--- config.mk ---
export PLATFORM = sky130hd
export DESIGN_NAME = rc_link_frame_receiver_core_flat
export DESIGN_NICKNAME = d
export VERILOG_FILES = /design/src/design/rclfr_pkg.sv /design/src/design/rclfr_in_if.sv /design/src/design/rclfr_datapath.sv /design/src/design/rclfr_ctrl.sv /design/src/design/rc_link_frame_receiver_core.sv /design/src/flat_wrapper.sv
export SDC_FILE = /design/constraint.sdc
export NUM_CORES = 1
export LEC_CHECK = 0
export BUFFER_PORTS_ARGS = -buffer_cell sky130_fd_sc_hd__buf_2
export CAP_MARGIN = 10
export CORE_UTILIZATION = 40
export CTS_BUF_LIST = sky130_fd_sc_hd__clkbuf_16
export DETAILED_ROUTE_END_ITERATION = 8
export HOLD_SLACK_MARGIN = 0.02
export SLEW_MARGIN = 20
export SYNTH_ARGS = -nofsm -noshare
export SYNTH_HDL_FRONTEND = slang
export SYNTH_SLANG_ARGS = --single-unit
--- constraint.sdc ---
create_clock -name clk -period 7.35 [get_ports clk]
set_clock_uncertainty 0.2 [all_clocks]
set_input_delay 0.735 -clock clk [delete_from_list [all_inputs] [get_ports clk]]
set_output_delay 0.735 -clock clk [all_outputs]
set_load 0.01 [all_outputs]
--- src/design/rclfr_pkg.sv ---
// Package for the radio-control link frame receiver.
// Holds codes, sizes and the CRC-8 byte update; no dependencies.
package rclfr_pkg;

  localparam int MAX_FRAME_BYTES = 64;
  localparam int ADDR_W = $clog2(MAX_FRAME_BYTES);
  localparam int POS_W = $clog2(MAX_FRAME_BYTES + 1);

  localparam logic [7:0] ADDR_SYNC_A = 8'hC8;
  localparam logic [7:0] ADDR_SYNC_B = 8'h00;
  localparam logic [7:0] CRC_POLY = 8'hD5;
  localparam logic [7:0] TYPE_RC = 8'h16;
  localparam logic [7:0] TYPE_STAT = 8'h14;
  localparam logic [10:0] CHAN_MASK = 11'h7FF;
  localparam int MIN_TOTAL = 4;
  localparam int MIN_CHECKED_TOTAL = 5;
  localparam int RC_MIN_TOTAL = 22 + 4;
  localparam int STAT_MIN_TOTAL = 10 + 4;
  localparam logic [15:0] TIMEOUT_RESET = 16'd1000;
  localparam logic [3:0] RC_LAST_CHAN = 4'd15;
  localparam logic [3:0] STAT_LAST_BYTE = 4'd9;
  localparam logic [7:0] PAYLOAD_BASE = 8'd3;

  localparam logic [1:0] CMD_BYTE = 2'd0;
  localparam logic [1:0] CMD_TICK = 2'd1;
  localparam logic [1:0] CMD_LINE_ERR = 2'd2;
  localparam logic [1:0] CMD_UNUSED = 2'd3;

  localparam logic [1:0] KIND_CHAN = 2'd0;
  localparam logic [1:0] KIND_STAT = 2'd1;
  localparam logic [1:0] KIND_CRC_ERR = 2'd2;
  localparam logic [1:0] KIND_LOST = 2'd3;

  typedef enum logic [2:0] {
    ACT_NONE,
    ACT_ERR,
    ACT_LOST,
    ACT_RC,
    ACT_STAT
  } act_t;

  typedef struct packed {
    logic       accept;
    logic [1:0] rd_off;
    logic       cap_en;
    logic [1:0] cap_slot;
    logic       load_out;
    logic       next_item;
  } ctrl_cmd_t;

  typedef struct packed {
    act_t act;
    logic item_last;
    logic out_free;
  } ctrl_stat_t;

  function automatic logic [7:0] crc_byte(input logic [7:0] crc, input logic [7:0] b);
    logic [7:0] c;
    c = crc ^ b;
    for (int i = 0; i < 8; i++) begin
      c = c[7] ? ((c << 1) ^ CRC_POLY) : (c << 1);
    end
    return c;
  endfunction

endpackage

--- src/design/rclfr_in_if.sv ---
// Input word channel of the frame receiver.
// Depends on nothing.
interface rclfr_in_if;
  logic       valid;
  logic       ready;
  logic [1:0] command;
  logic [7:0] rx_byte;

  modport source (output valid, command, rx_byte, input ready);
  modport sink (input valid, command, rx_byte, output ready);
endinterface

// Result word channel of the frame receiver.
// Depends on nothing.
interface rclfr_out_if;
  logic        valid;
  logic        ready;
  logic [1:0]  kind;
  logic [3:0]  item_index;
  logic [10:0] item_value;
  logic        last_of_run;
  logic        link_up;
  logic [31:0] good_frames;
  logic [31:0] bad_frames;

  modport source (output valid, kind, item_index, item_value, last_of_run, link_up,
                  good_frames, bad_frames, input ready);
  modport sink (input valid, kind, item_index, item_value, last_of_run, link_up,
                good_frames, bad_frames, output ready);
endinterface

--- src/design/rclfr_datapath.sv ---
// Datapath: parser state, running CRC, frame store, counters and output register.
// Depends on rclfr_pkg; driven by rclfr_ctrl commands.
module rclfr_datapath (
  input  logic                 clk,
  input  logic                 rst_n,
  input  rclfr_pkg::ctrl_cmd_t cmd,
  output rclfr_pkg::ctrl_stat_t stat,
  input  logic [1:0]           in_command,
  input  logic [7:0]           in_rx_byte,
  input  logic                 cfg_we,
  input  logic [15:0]          cfg_wdata,
  input  logic                 out_ready,
  output logic                 out_valid,
  output logic [1:0]           out_kind,
  output logic [3:0]           out_item_index,
  output logic [10:0]          out_item_value,
  output logic                 out_last_of_run,
  output logic                 out_link_up,
  output logic [31:0]          out_good_frames,
  output logic [31:0]          out_bad_frames
);

  logic [7:0] mem [rclfr_pkg::MAX_FRAME_BYTES];

  logic [rclfr_pkg::POS_W-1:0] pos_r, pos_nxt, total_r, total_nxt, npos;
  logic [7:0] crc_r, crc_nxt, type_r, type_nxt, rd_data_r;
  logic link_r, link_nxt;
  logic [15:0] ticks_r, ticks_nxt, timeout_r, tick_inc;
  logic [31:0] good_r, good_nxt, bad_r, bad_nxt;
  rclfr_pkg::act_t act_r, act_nxt;
  logic [3:0] ch_r;
  logic [23:0] win_r;
  logic wr_en;
  logic [rclfr_pkg::ADDR_W-1:0] wr_addr, rd_addr;
  logic [9:0] tot_w;
  logic [7:0] bitpos, rd_sum;
  logic [23:0] shifted;
  logic [1:0] kind_w;
  logic [10:0] value_w;
  logic item_last_w;

  logic out_valid_r;
  logic [1:0] kind_r;
  logic [3:0] idx_r;
  logic [10:0] val_r;
  logic last_r, lup_r;
  logic [31:0] ogood_r, obad_r;

  always_comb begin
    pos_nxt = pos_r;
    total_nxt = total_r;
    crc_nxt = crc_r;
    type_nxt = type_r;
    link_nxt = link_r;
    ticks_nxt = ticks_r;
    good_nxt = good_r;
    bad_nxt = bad_r;
    act_nxt = act_r;
    wr_en = 1'b0;
    wr_addr = pos_r[rclfr_pkg::ADDR_W-1:0];
    tot_w = 10'(in_rx_byte) + 10'd2;
    npos = pos_r + 1'b1;
    tick_inc = (ticks_r < 16'hFFFF) ? ticks_r + 16'd1 : ticks_r;
    if (cmd.accept) begin
      act_nxt = rclfr_pkg::ACT_NONE;
      case (in_command)
        rclfr_pkg::CMD_BYTE: begin
          if (pos_r == '0) begin
            if (in_rx_byte == rclfr_pkg::ADDR_SYNC_A || in_rx_byte == rclfr_pkg::ADDR_SYNC_B) begin
              wr_en = 1'b1;
              pos_nxt = npos;
            end
          end else if (pos_r == rclfr_pkg::POS_W'(1)) begin
            wr_en = 1'b1;
            crc_nxt = '0;
            if (tot_w < 10'(rclfr_pkg::MIN_TOTAL) ||
                tot_w > 10'(rclfr_pkg::MAX_FRAME_BYTES)) begin
              pos_nxt = '0;
              total_nxt = '0;
            end else begin
              pos_nxt = npos;
              total_nxt = tot_w[rclfr_pkg::POS_W-1:0];
            end
          end else begin
            wr_en = 1'b1;
            if (pos_r == rclfr_pkg::POS_W'(2)) type_nxt = in_rx_byte;
            if (npos >= total_r) begin
              pos_nxt = '0;
              total_nxt = '0;
              if (total_r >= rclfr_pkg::POS_W'(rclfr_pkg::MIN_CHECKED_TOTAL)) begin
                if (crc_r != in_rx_byte) begin
                  bad_nxt = bad_r + 32'd1;
                  act_nxt = rclfr_pkg::ACT_ERR;
                end else if (type_r == rclfr_pkg::TYPE_RC &&
                             total_r >= rclfr_pkg::POS_W'(rclfr_pkg::RC_MIN_TOTAL)) begin
                  link_nxt = 1'b1;
                  ticks_nxt = '0;
                  good_nxt = good_r + 32'd1;
                  act_nxt = rclfr_pkg::ACT_RC;
                end else if (type_r == rclfr_pkg::TYPE_STAT &&
                             total_r >= rclfr_pkg::POS_W'(rclfr_pkg::STAT_MIN_TOTAL)) begin
                  act_nxt = rclfr_pkg::ACT_STAT;
                end
              end
            end else begin
              pos_nxt = npos;
              crc_nxt = rclfr_pkg::crc_byte(crc_r, in_rx_byte);
            end
          end
        end
        rclfr_pkg::CMD_TICK: begin
          ticks_nxt = tick_inc;
          if (link_r && tick_inc > timeout_r) begin
            link_nxt = 1'b0;
            act_nxt = rclfr_pkg::ACT_LOST;
          end
        end
        rclfr_pkg::CMD_LINE_ERR: begin
          pos_nxt = '0;
          total_nxt = '0;
          bad_nxt = bad_r + 32'd1;
        end
        default: begin
        end
      endcase
    end
  end

  always_ff @(posedge clk) begin
    if (!rst_n) begin
      pos_r <= '0;
      total_r <= '0;
      crc_r <= '0;
      type_r <= '0;
      link_r <= 1'b0;
      ticks_r <= '0;
      good_r <= '0;
      bad_r <= '0;
      act_r <= rclfr_pkg::ACT_NONE;
      timeout_r <= rclfr_pkg::TIMEOUT_RESET;
    end else begin
      pos_r <= pos_nxt;
      total_r <= total_nxt;
      crc_r <= crc_nxt;
      type_r <= type_nxt;
      link_r <= link_nxt;
      ticks_r <= ticks_nxt;
      good_r <= good_nxt;
      bad_r <= bad_nxt;
      act_r <= act_nxt;
      if (cfg_we) timeout_r <= cfg_wdata;
    end
  end

  assign bitpos = {4'b0, ch_r} * 8'd11;
  assign rd_sum = (act_r == rclfr_pkg::ACT_STAT) ?
                  rclfr_pkg::PAYLOAD_BASE + {4'b0, ch_r} :
                  rclfr_pkg::PAYLOAD_BASE + {3'b0, bitpos[7:3]} + {6'b0, cmd.rd_off};
  assign rd_addr = rd_sum[rclfr_pkg::ADDR_W-1:0];

  always_ff @(posedge clk) begin
    if (wr_en) mem[wr_addr] <= in_rx_byte;
    rd_data_r <= mem[rd_addr];
  end

  always_ff @(posedge clk) begin
    if (cmd.accept) ch_r <= '0;
    else if (cmd.next_item) ch_r <= ch_r + 4'd1;
    if (cmd.cap_en) win_r[8*cmd.cap_slot +: 8] <= rd_data_r;
  end

  assign shifted = win_r >> bitpos[2:0];

  always_comb begin
    case (act_r)
      rclfr_pkg::ACT_RC: begin
        kind_w = rclfr_pkg::KIND_CHAN;
        value_w = shifted[10:0] & rclfr_pkg::CHAN_MASK;
        item_last_w = (ch_r == rclfr_pkg::RC_LAST_CHAN);
      end
      rclfr_pkg::ACT_STAT: begin
        kind_w = rclfr_pkg::KIND_STAT;
        value_w = {3'b0, win_r[7:0]};
        item_last_w = (ch_r == rclfr_pkg::STAT_LAST_BYTE);
      end
      rclfr_pkg::ACT_ERR: begin
        kind_w = rclfr_pkg::KIND_CRC_ERR;
        value_w = '0;
        item_last_w = 1'b1;
      end
      default: begin
        kind_w = rclfr_pkg::KIND_LOST;
        value_w = '0;
        item_last_w = 1'b1;
      end
    endcase
  end

  assign stat = {act_r, item_last_w, !out_valid_r || out_ready};

  always_ff @(posedge clk) begin
    if (!rst_n) begin
      out_valid_r <= 1'b0;
    end else if (cmd.load_out) begin
      out_valid_r <= 1'b1;
    end else if (out_ready) begin
      out_valid_r <= 1'b0;
    end
  end

  always_ff @(posedge clk) begin
    if (cmd.load_out) begin
      kind_r <= kind_w;
      idx_r <= (kind_w == rclfr_pkg::KIND_CHAN || kind_w == rclfr_pkg::KIND_STAT) ? ch_r : 4'd0;
      val_r <= value_w;
      last_r <= item_last_w;
      lup_r <= link_r;
      ogood_r <= good_r;
      obad_r <= bad_r;
    end
  end

  assign out_valid = out_valid_r;
  assign out_kind = kind_r;
  assign out_item_index = idx_r;
  assign out_item_value = val_r;
  assign out_last_of_run = last_r;
  assign out_link_up = lup_r;
  assign out_good_frames = ogood_r;
  assign out_bad_frames = obad_r;

endmodule

--- src/design/rclfr_ctrl.sv ---
// Controller: accepts words and sequences store reads and result loads.
// Depends on rclfr_pkg; drives rclfr_datapath.
module rclfr_ctrl (
  input  logic                  clk,
  input  logic                  rst_n,
  input  logic                  in_valid,
  output logic                  in_ready,
  input  rclfr_pkg::ctrl_stat_t stat,
  output rclfr_pkg::ctrl_cmd_t  cmd
);

  typedef enum logic [2:0] {
    S_IDLE,
    S_DISPATCH,
    S_RD0,
    S_RD1,
    S_RD2,
    S_RD3,
    S_EMIT
  } state_t;

  state_t state_r, state_nxt;

  assign in_ready = (state_r == S_IDLE);

  always_comb begin
    state_nxt = state_r;
    cmd = '0;
    case (state_r)
      S_IDLE: begin
        if (in_valid) begin
          cmd.accept = 1'b1;
          state_nxt = S_DISPATCH;
        end
      end
      S_DISPATCH: begin
        case (stat.act)
          rclfr_pkg::ACT_RC, rclfr_pkg::ACT_STAT: state_nxt = S_RD0;
          rclfr_pkg::ACT_ERR, rclfr_pkg::ACT_LOST: state_nxt = S_EMIT;
          default: state_nxt = S_IDLE;
        endcase
      end
      S_RD0: begin
        cmd.rd_off = 2'd0;
        state_nxt = S_RD1;
      end
      S_RD1: begin
        cmd.rd_off = 2'd1;
        cmd.cap_en = 1'b1;
        cmd.cap_slot = 2'd0;
        state_nxt = (stat.act == rclfr_pkg::ACT_STAT) ? S_EMIT : S_RD2;
      end
      S_RD2: begin
        cmd.rd_off = 2'd2;
        cmd.cap_en = 1'b1;
        cmd.cap_slot = 2'd1;
        state_nxt = S_RD3;
      end
      S_RD3: begin
        cmd.cap_en = 1'b1;
        cmd.cap_slot = 2'd2;
        state_nxt = S_EMIT;
      end
      S_EMIT: begin
        if (stat.out_free) begin
          cmd.load_out = 1'b1;
          if (stat.item_last) begin
            state_nxt = S_IDLE;
          end else begin
            cmd.next_item = 1'b1;
            state_nxt = S_RD0;
          end
        end
      end
      default: state_nxt = S_IDLE;
    endcase
  end

  always_ff @(posedge clk) begin
    if (!rst_n) begin
      state_r <= S_IDLE;
    end else begin
      state_r <= state_nxt;
    end
  end

endmodule

--- src/design/rc_link_frame_receiver_core.sv ---
// Radio-control link frame receiver: accepts one word at a time, and no new word until the
// last one's results are loaded. A word causing one result loads it into the output register
// via the dispatch and emit states; a frame-ending word loads its channels or statistics one
// at a time, each after its store reads; output stalls hold the emit state.
// Synchronous active-low reset clears parser, counters and link state; timeout resets to 1000.
// Depends on rclfr_pkg, rclfr_in_if, rclfr_out_if, rclfr_ctrl and rclfr_datapath.
module rc_link_frame_receiver_core (
  input  logic         clk,
  input  logic         rst_n,
  rclfr_in_if.sink     in_ch,
  rclfr_out_if.source  out_ch,
  input  logic         cfg_we,
  input  logic [15:0]  cfg_wdata
);

  rclfr_pkg::ctrl_cmd_t  cmd;
  rclfr_pkg::ctrl_stat_t stat;

  rclfr_ctrl u_ctrl (
    .clk      (clk),
    .rst_n    (rst_n),
    .in_valid (in_ch.valid),
    .in_ready (in_ch.ready),
    .stat     (stat),
    .cmd      (cmd)
  );

  rclfr_datapath u_dp (
    .clk             (clk),
    .rst_n           (rst_n),
    .cmd             (cmd),
    .stat            (stat),
    .in_command      (in_ch.command),
    .in_rx_byte      (in_ch.rx_byte),
    .cfg_we          (cfg_we),
    .cfg_wdata       (cfg_wdata),
    .out_ready       (out_ch.ready),
    .out_valid       (out_ch.valid),
    .out_kind        (out_ch.kind),
    .out_item_index  (out_ch.item_index),
    .out_item_value  (out_ch.item_value),
    .out_last_of_run (out_ch.last_of_run),
    .out_link_up     (out_ch.link_up),
    .out_good_frames (out_ch.good_frames),
    .out_bad_frames  (out_ch.bad_frames)
  );

endmodule

--- src/flat_wrapper.sv ---
// flat-port wrapper written by rule: the top's interface ports become plain ports
module rc_link_frame_receiver_core_flat 
  (clk, rst_n, cfg_we, cfg_wdata, in_ch_valid, in_ch_command, in_ch_rx_byte, in_ch_ready, out_ch_valid, out_ch_kind, out_ch_item_index, out_ch_item_value, out_ch_last_of_run, out_ch_link_up, out_ch_good_frames, out_ch_bad_frames, out_ch_ready);
  rclfr_in_if in_ch_i ();
  rclfr_out_if out_ch_i ();
  input  logic clk;
  input  logic rst_n;
  input  logic cfg_we;
  input  logic [15:0] cfg_wdata;
  input wire logic [$bits(in_ch_i.valid)-1:0] in_ch_valid;
  input wire logic [$bits(in_ch_i.command)-1:0] in_ch_command;
  input wire logic [$bits(in_ch_i.rx_byte)-1:0] in_ch_rx_byte;
  output wire logic [$bits(in_ch_i.ready)-1:0] in_ch_ready;
  output wire logic [$bits(out_ch_i.valid)-1:0] out_ch_valid;
  output wire logic [$bits(out_ch_i.kind)-1:0] out_ch_kind;
  output wire logic [$bits(out_ch_i.item_index)-1:0] out_ch_item_index;
  output wire logic [$bits(out_ch_i.item_value)-1:0] out_ch_item_value;
  output wire logic [$bits(out_ch_i.last_of_run)-1:0] out_ch_last_of_run;
  output wire logic [$bits(out_ch_i.link_up)-1:0] out_ch_link_up;
  output wire logic [$bits(out_ch_i.good_frames)-1:0] out_ch_good_frames;
  output wire logic [$bits(out_ch_i.bad_frames)-1:0] out_ch_bad_frames;
  input wire logic [$bits(out_ch_i.ready)-1:0] out_ch_ready;
  assign in_ch_i.valid = in_ch_valid;
  assign in_ch_i.command = in_ch_command;
  assign in_ch_i.rx_byte = in_ch_rx_byte;
  assign in_ch_ready = in_ch_i.ready;
  assign out_ch_valid = out_ch_i.valid;
  assign out_ch_kind = out_ch_i.kind;
  assign out_ch_item_index = out_ch_i.item_index;
  assign out_ch_item_value = out_ch_i.item_value;
  assign out_ch_last_of_run = out_ch_i.last_of_run;
  assign out_ch_link_up = out_ch_i.link_up;
  assign out_ch_good_frames = out_ch_i.good_frames;
  assign out_ch_bad_frames = out_ch_i.bad_frames;
  assign out_ch_i.ready = out_ch_ready;
  rc_link_frame_receiver_core u_core (.clk(clk), .rst_n(rst_n), .in_ch(in_ch_i), .out_ch(out_ch_i), .cfg_we(cfg_we), .cfg_wdata(cfg_wdata));
endmodule
==> impl_metrics.tcl <==
set metrics [dict create \
    yosysWarningCount 0 \
    place_area_um2 29270 \
    yosys_register_bits 631 \
    synthMuxAreaShare 0.09692 \
    chipWidth_um 265.5 \
    wire_per_inst_um 20.73 \
    final_nets 2353 \
    groute.usage.overall 0.1901 \
    multi_input_area_um2 9608 \
    holdPathStages 3 \
    ioPinCount 116 \
    power.switching_mw 1.739 \
    ys.flop_type "edfxtp_1" \
    worstReg2RegEnd "u_core.u_dp.rd_data_r[7]" \
    syn_area_um2 27780 \
    antenna_found_initial 2 \
    r2r_start "u_core.u_dp.ch_r[0]" \
    drc_errors 0 \
    cts-buffers-inserted 70 \
    power_frac_comb 0.054 \
    final_cell_mix "485 x edfxtp_1, 215 x mux2i_1, 204 x nand2_1" \
    drt-initial-drc-count 1544 \
    area_growth_pct 13.47 \
    internal_power_mw 5.973 \
    drive_above_1_share 0.1263 \
    synthArstFlopShare 0 \
    fin_setup_tns_ns 0 \
    worstHoldStart "cfg_wdata[5]" \
    holdCritPathClass "in2reg" \
    clockRootBuffer "clkbuf_16" \
    final_util 0.4588 \
    leakagePower_nw 11.64 \
    powerDensity_nw_per_um2 244.6 \
    pre_cts_slack_ns 1.632 \
    yosys.area_share.simple 0.1194 \
    vias 17950 \
    drt.antenna.violating_nets 0 \
    grt.overflow.total 0 \
    p_seq_frac 0.503 \
    gp_congestion 0.8516 \
    wl_mm 67.40 \
    die_h_um 265.5 \
    die_area_um2 70510 \
    dr.pass1.iters 7 \
    start_util 0.4044 \
    clockBufferDepth 3 \
    grt_pass1_wl_mm 103.3 \
    relSlewSlack 0.2160 \
    clkTransAtPathRegs_ns 0.06 \
    clock.fmax_mhz 173.4 \
    postCtsSetupBuffers 0 \
    syn-num-nets 2251 \
    cts_sinks 631 \
    finalInstanceArea_um2 31520 \
    crit_type "reg2reg" \
    cap_violations 0 \
    fin_ws_ns 1.584 \
    io_buffer_count 115 \
    arrival_ns 6.03 \
    startpoint "u_core.u_dp.ch_r[0]" \
    holdWs_ns 0.1578 \
    crit_fanout 26 \
    ir_drop_mv 0.1377 \
    reg2reg_setup_slack_ns 1.58 \
    reg2regPathDepth 16 \
    synth-compound-area-share 0.08598 \
    cts_hold_buffers 0 \
    drv_slew 0 \
    synth_cell_type_count 77 \
    htree_levels 3 \
    synth_edf_count 485 \
    crit_required_ns 7.61 \
    end_kind "register" \
    syn_avg_cell_area_um2 12.84 \
    seq_area_frac_synth 0.6294 \
    rsz0062_at_grt "no" \
    synthAdderAreaFrac 0.02576 \
    synth_top_family_by_area "simple AND/OR/NAND/NOR gates" \
    core-area_um2 68710 \
    power_frac_clock 0.443 \
    grt_max_degree 84 \
    worstMarginPinSlew_ns 1.169 \
    regArea_um2 17490 \
    fill_cells 6188 \
    p_sw_frac 0.2255 \
    outcome "complete, no violations" \
    hold_path_end "u_core.u_dp.timeout_r[5]" \
    cts_tree "done" \
    hold_viol 0 \
    num_rows 96 \
    syn_inst 2164 \
    setup_viol 0 \
    via_per_inst 5.521 \
    finalCriticalPeriod_ns 5.766 \
    grt_pass1_vias 17682 \
    diodes 0 \
    synth_xor_area_frac 0.01576 \
    worstSkewPairLatency_ns 0.62 \
    fin_crit_sh 0.7845 \
    ctsResizeCount 0 \
    worstSetupStartpointType "register" \
    post-dp-hpwl_mm 43.63 \
    final_common_cell "edfxtp_1" \
]
[per-layer routing]
layer | vias up | part of all wire | track usage
met4 | 2 | 0.027 | 0.06452
met2 | 542 | 0.46 | 0.3042
met1 | 8847 | 0.44 | 0.2555
li1 | 8449 | - | -
met5 | - | 0.00019 | 0
met3 | 110 | 0.068 | 0.04110
[cells in the mapped netlist (30+ instances only)]
library cell / count / area share
and3_1: 34 / 0.0077
or4_1: 36 / 0.0097
ha_1: 54 / 0.024
buf_2: 30 / 0.0054
o21ai_0: 56 / 0.010
nor2_1: 136 / 0.018
a21oi_1: 104 / 0.019
nand4_1: 31 / 0.0070
dfxtp_1: 146 / 0.11
clkbuf_1: 58 / 0.0078
inv_1: 52 / 0.0070
nand2_1: 204 / 0.028
nand3_1: 70 / 0.013
mux2i_1: 215 / 0.077
edfxtp_1: 485 / 0.52
xnor2_1: 31 / 0.0098
[area by class of cell]
cell class / instances / area share
Tap cell: 931 / 0.03695
Sequential cell: 631 / 0.5547
Timing Repair Buffer: 143 / 0.02572
Clock buffer: 74 / 0.05874
Inverter: 55 / 0.006549
Multi-Input combinational cell: 1365 / 0.3048
Clock inverter: 52 / 0.01254
[through the flow]
stage	power, mW	std cells
finish	7.712	3251
global route	7.943	3251
CTS	7.772	3251
detailed placement	4.373	3125
global placement	4.365	3125
floorplan	4.216	2164
[worst max-delay path: stages, from the launching register on]
cell and delay (ns):
dfxtp_1 0.78, ha_1 0.36, ha_1 0.32, fa_1 0.45, xnor2_1 0.15, ha_1 0.28, inv_1 0.04, ha_1 0.21
fa_1 0.43, or2_2 0.29, a2111o_1 0.44, o211ai_2 0.08, buf_4 0.38, nor2_2 0.20, a2111oi_0 0.64, or4_1 0.25
o2111ai_1 0.13
[state kept, by name, summed over array words and instances (netlist names), 4 cells and up]
name,flops
u_core.u_dp.bad_r,32
u_core.u_dp.ch_r,4
u_core.u_dp.crc_r,8
u_core.u_dp.good_r,32
u_core.u_dp.mem,384
u_core.u_dp.out_bad_frames,32
u_core.u_dp.out_good_frames,32
u_core.u_dp.out_item_index,4
u_core.u_dp.out_item_value,11
u_core.u_dp.pos_r,7
u_core.u_dp.rd_data_r,8
u_core.u_dp.ticks_r,16
u_core.u_dp.timeout_r,16
u_core.u_dp.total_r,7
u_core.u_dp.type_r,8
u_core.u_dp.win_r,18
[how the worst max path moves through the flow]
stage,end,depth (start not counted)
floorplan,u_core.u_dp.out_bad_frames[0],2
global placement,u_core.u_dp.rd_data_r[5],14
finish,u_core.u_dp.rd_data_r[7],16
global route,u_core.u_dp.rd_data_r[1],16
CTS,u_core.u_dp.rd_data_r[4],16
detailed placement,u_core.u_dp.rd_data_r[4],16
[kinds of logic (layout without fill, tap and decap cells)]
logic type	after synthesis	after routing
compound gates	358	358
xor+xnor	50	50
fa+ha+maj	56	56
buf+inv	168	324
flops	631	631
mux	241	241
simple gates	660	660
[power by group through the flow]
stage / clock network (mW) / registers, mW / logic (mW)
floorplan: 0 / 3.94 / 0.275
detailed placement: 0 / 3.95 / 0.418
finish: 3.41 / 3.88 / 0.418
CTS: 3.47 / 3.88 / 0.420
global route: 3.61 / 3.88 / 0.453
global placement: 0 / 3.95 / 0.411
Power figures use the tool's default switching activity.
